<file path="src/rtl/env_sensor_compensation_defines.svh">
// Assertion macros shared by the compensation block.
`ifndef ENV_SENSOR_COMPENSATION_DEFINES_SVH
`define ENV_SENSOR_COMPENSATION_DEFINES_SVH

// Same-cycle implication, disabled while reset is high.
`define ESC_ASSERT_SAME(label, clk, rst, ante, cons, msg) \
   label: assert property (@(posedge clk) disable iff (rst) (ante) |-> (cons)) \
      else $error(msg);

// Next-cycle implication, disabled while reset is high.
`define ESC_ASSERT_NEXT(label, clk, rst, ante, cons, msg) \
   label: assert property (@(posedge clk) disable iff (rst) (ante) |=> (cons)) \
      else $error(msg);

`endif

</file>
<file path="src/rtl/esc_pkg.sv">
`default_nettype none
package esc_pkg;

   // Register indexes on the configuration port.
   localparam logic [2:0] REG_CAL_TEMP    = 3'd0;
   localparam logic [2:0] REG_CAL_PRESS_A = 3'd1;
   localparam logic [2:0] REG_CAL_PRESS_B = 3'd2;
   localparam logic [2:0] REG_CAL_MISC    = 3'd3;
   localparam logic [2:0] REG_CAL_HUM     = 3'd4;

   localparam int CSR_ADDR_W = 6;
   localparam int CSR_DATA_W = 64;

   // Pipeline positions, counted in register stages after the input register.
   localparam int TF_LAT    = 4;
   localparam int TEMP_LAT  = 5;
   localparam int HUM_LAT   = 14;
   localparam int DIV_STEPS = 64;
   localparam int DIV_LAT   = DIV_STEPS + 2;
   localparam int PRESS_LAT = 19 + DIV_LAT;
   localparam int PIPE_LAT  = PRESS_LAT;

   localparam logic [31:0] HUM_MAX = 32'd419430400;

   // Decoded calibration coefficients.
   typedef struct packed {
      logic        [15:0] t1;
      logic signed [15:0] t2;
      logic signed [15:0] t3;
      logic        [15:0] p1;
      logic signed [15:0] p2;
      logic signed [15:0] p3;
      logic signed [15:0] p4;
      logic signed [15:0] p5;
      logic signed [15:0] p6;
      logic signed [15:0] p7;
      logic signed [15:0] p8;
      logic signed [15:0] p9;
      logic        [7:0]  h1;
      logic signed [15:0] h2;
      logic        [7:0]  h3;
      logic signed [15:0] h4;
      logic signed [15:0] h5;
      logic signed [7:0]  h6;
   } cal_type;

endpackage
`default_nettype wire

</file>
<file path="src/rtl/esc_temp.sv">
`default_nettype none
module esc_temp import esc_pkg::*; (
   input  logic        clock,
   input  logic        en,
   input  logic [19:0] adc_t,
   input  cal_type     cal,
   output logic [31:0] tf,
   output logic [31:0] temp
);
   logic signed [17:0] d1_ff, d1_in;
   logic signed [16:0] e_ff, e_in;
   logic        [31:0] m1_ff, sq_ff, a_ff, b2_ff, tf_ff, temp_ff;
   logic signed [33:0] m1_full, sq_full;
   logic signed [47:0] b2_full;
   logic        [31:0] sqs, round_sum;

   // First stage: differences against T1.
   assign d1_in = $signed({1'b0, adc_t[19:3]}) - $signed({1'b0, cal.t1, 1'b0});
   assign e_in  = $signed({1'b0, adc_t[19:4]}) - $signed({1'b0, cal.t1});

   // Products, each registered before the next.
   assign m1_full = d1_ff * $signed(cal.t2);
   assign sq_full = e_ff * e_ff;
   assign sqs     = $signed(sq_ff) >>> 12;
   assign b2_full = $signed(sqs) * $signed(cal.t3);
   assign round_sum = tf_ff * 32'd5 + 32'd128;

   always_ff @(posedge clock) begin
      if (en) begin
         d1_ff   <= d1_in;
         e_ff    <= e_in;
         m1_ff   <= m1_full[31:0];
         sq_ff   <= sq_full[31:0];
         a_ff    <= $signed(m1_ff) >>> 11;
         b2_ff   <= b2_full[31:0];
         tf_ff   <= a_ff + 32'($signed(b2_ff) >>> 14);
         temp_ff <= $signed(round_sum) >>> 8;
      end
   end

   assign tf   = tf_ff;
   assign temp = temp_ff;
endmodule
`default_nettype wire

</file>
<file path="config.mk">
export PLATFORM = sky130hd
export DESIGN_NAME = esc_temp
export DESIGN_NICKNAME = d
export VERILOG_FILES = /design/src/rtl/env_sensor_compensation_defines.svh /design/src/rtl/esc_pkg.sv /design/src/rtl/esc_temp.sv
export SDC_FILE = /design/constraint.sdc
export NUM_CORES = 2
export LEC_CHECK = 0
export CAP_MARGIN = 30
export CORE_MARGIN = 1
export CORE_UTILIZATION = 25
export CTS_CLUSTER_DIAMETER = 80
export CTS_CLUSTER_SIZE = 8
export DETAILED_ROUTE_END_ITERATION = 16
export DONT_BUFFER_PORTS = 1
export PLACE_DENSITY = 0.36
export SLEW_MARGIN = 40
export SYNTH_ARGS = -nofsm -noshare
export SYNTH_HDL_FRONTEND = slang
export SYNTH_SLANG_ARGS = --single-unit
</file>
<file path="constraint.sdc">
create_clock -name clock -period 9.18 [get_ports clock]
set_input_delay 1.836 -clock clock [delete_from_list [all_inputs] [get_ports clock]]
set_output_delay 1.836 -clock clock [all_outputs]
set_load 0.005 [all_outputs]
</file>
==> run metrics <==
mux share of post-synthesis cell area 0.000307; final hold vios 0; Worst Min Path Start m1_ff[25]$_DFFE_PP_; share of the synthesized area in the top cell type 0.446; drt drc 0; post-CTS sizing 0; Via Count 23218; Most Used Layer, Global Route met2; area delta synth->final 7.45%; largest net degree at the start of global routing 145; filler instances 15744; Worst Path Required 9.43 ns; worst hold-check path type reg2reg; post-synthesis adder-cell area fraction 0.561; Clock Latency Late Sink 0.52 ns; grt met3 use 0.0123; type of origin of the critical path input pin; RePlAce Congestion 0.748; cell with the most instances after synthesis inv_1; drt first pass iters 5; Syn Std Cell Area 36700 sq um; Max-Cap Viols 0; die width 385 um; initial antenna violation count 7; setup repair after global routing missed its margin no; port bufs 0; via count of the first global-routing pass 26208; Vias/cell 4.14; setup bufs post-CTS 0; grt met2 use 0.239; CP Capture Type flip-flop; first-pass GRT wire length 155 mm; Commonest cells post-synth inv_1, fa_1, nand2_1; hpwl dp 78.7 mm; final setup fails 0; post-synthesis register bit count 144; relative slew slack 0.477; status finished clean; I/O Pins 350; row count 140; Synth Area in Compound Gates 0.0384; setup_tns 0 ns; sequential cell area fraction in the yosys report 0.118; Slew Limit Fails 0; clock transition at the registers of the reported paths 0.08 ns; Yosys cell types 57; Critical Path Fanout Max 20; Root Buffer clkbuf_16; CTS Sinks 144; Syn Area/Cell 9.77 sq um; grt met1 use 0.188; total congestion overflow 0; Syn. warnings 0; critical setup path kind in2reg; count of antenna-violating nets left after detailed routing 0; drt total wl 96.7 mm; CORE AREA 146000 sq um; XOR/XNOR Fraction of Synth Area 0.0355; full die area 148000 sq um; Synth area leader fa_1; # hold bufs at CTS 0; syn nets 5201; hold slack 0.411 ns; Initial Util 0.252; CTS Buffer Depth 2; Post-synth ARST share 0; Reg2Reg Setup Slack 1.80 ns; CTS tree done; Inserted Clock Buffers 17; Synth Instances 3759; Worst Tran Pin Value 0.785 ns; number of synthesized flops with an enable pin 144; largest family of logic cells by synthesized area adder cells; worst r2r src d1_ff[8]$_DFFE_PP_; Tcrit/Tclk final 0.834; H-tree depth reported by CTS 4; ys flop type edfxtp_1; Design Area, Final 39500 sq um; drt wl/cell 17.3 um; Simple-Gate Fraction of Synth Area 0.129; CP startpoint cal[223]; total track usage 0.138; Arr. time, crit path 7.91 ns; nets@finish 5115; Max Clock Freq 0.131 GHz; min Tclk post-route 7.66 ns; Die Ht 385 um; DR iter-0 viols 760; Setup Skew 0.0283 ns; top post-synthesis cells by area fa_1, edfxtp_1, ha_1; share of cells above drive strength 1 0.0258; Post-DP Area 38900 sq um
## cell families after synthesis
logic type,Yosys count
adders and majority gates,1156
buffers and inverters,1132
and+or+nand+nor,968
AOI/OAI and AO/OA,209
xor gates and xnor gates,149
DFF,144
muxes,1
## flip-flops by register name (all words and copies together), names as in the netlist
| register | flops |
|---|---|
| sq_ff | 20 |
| m1_ff | 21 |
| a_ff | 21 |
| b2_ff | 18 |
| tf | 22 |
| temp | 24 |
| d1_ff | 18 |
## worst paths after layout
| path | end | depth (start not counted) |
|---|---|---|
| worst min-delay path | a_ff[14]$_DFFE_PP_ | 0 |
| worst max-delay path | b2_ff[30]$_DFFE_PP_ | 22 |
| worst min register to register | a_ff[14]$_DFFE_PP_ | 0 |
| worst max register to register | m1_ff[30]$_DFFE_PP_ | 22 |
## critical path, cell delays in order
cell	delay (ns)
nand2_1	0.06
fa_1	0.55
inv_1	0.05
fa_1	0.51
inv_1	0.06
fa_1	0.53
inv_1	0.06
fa_1	0.46
fa_1	0.49
inv_1	0.05
fa_1	0.47
inv_1	0.04
ha_1	0.34
nand4_1	0.24
a2111oi_0	0.34
a21o_1	0.29
a221o_1	0.29
o211ai_2	0.17
a2111oi_1	0.64
or3b_1	0.24
a21oi_1	0.08
xnor2_1	0.12
## stage by stage
stage,util,setup slack [ns],cells
6_report,0.271,1.52,5605
5_1_grt,0.271,1.23,5603
4_1_cts,0.271,1.38,5603
3_5_place_dp,0.267,0.834,5571
3_3_place_gp,0.266,0.816,5568
2_1_floorplan,-,1.35,3759
## final cells by class
| type | count | area (sq um) | share of cell area |
|---|---|---|---|
| multi-input combinational | 2483 | 28100 | 0.712 |
| sequential | 144 | 4320 | 0.110 |
| inverter | 983 | 3690 | 0.0935 |
| tap | 1917 | 2400 | 0.0608 |
| clock buffer | 17 | 425 | 0.0108 |
| timing repair buffer | 44 | 358 | 0.00907 |
| clock inverter | 15 | 184 | 0.00466 |
| antenna | 2 | 5.00 | 0.000127 |
## cells in the final DEF (no fill, tap or decap), drive strengths merged, types with 6 or more instances in the layout
cell type / n
a21boi: 7
o211ai: 8
o21bai: 6
o21a: 16
ha: 338
nand3: 22
nand4: 10
clkbuf: 17
clkinv: 7
or2: 7
buf: 44
and2: 330
nand2b: 25
nand2: 397
a21o: 30
edfxtp: 144
a31oi: 7
a211oi: 13
a21oi: 52
xnor2: 115
inv: 991
nor2b: 22
fa: 818
o21ai: 41
nor3: 21
or3: 9
xor2: 34
nor2: 108
nor4: 6
## layer usage
metal	wire length, um	part of all wire
met5	0	0
met4	970	0.010
met3	1630	0.017
met2	48300	0.50
met1	45800	0.47
Power is not shown: default switching activity piles up to over one toggle a cycle in this logic, so the estimate is an artifact.
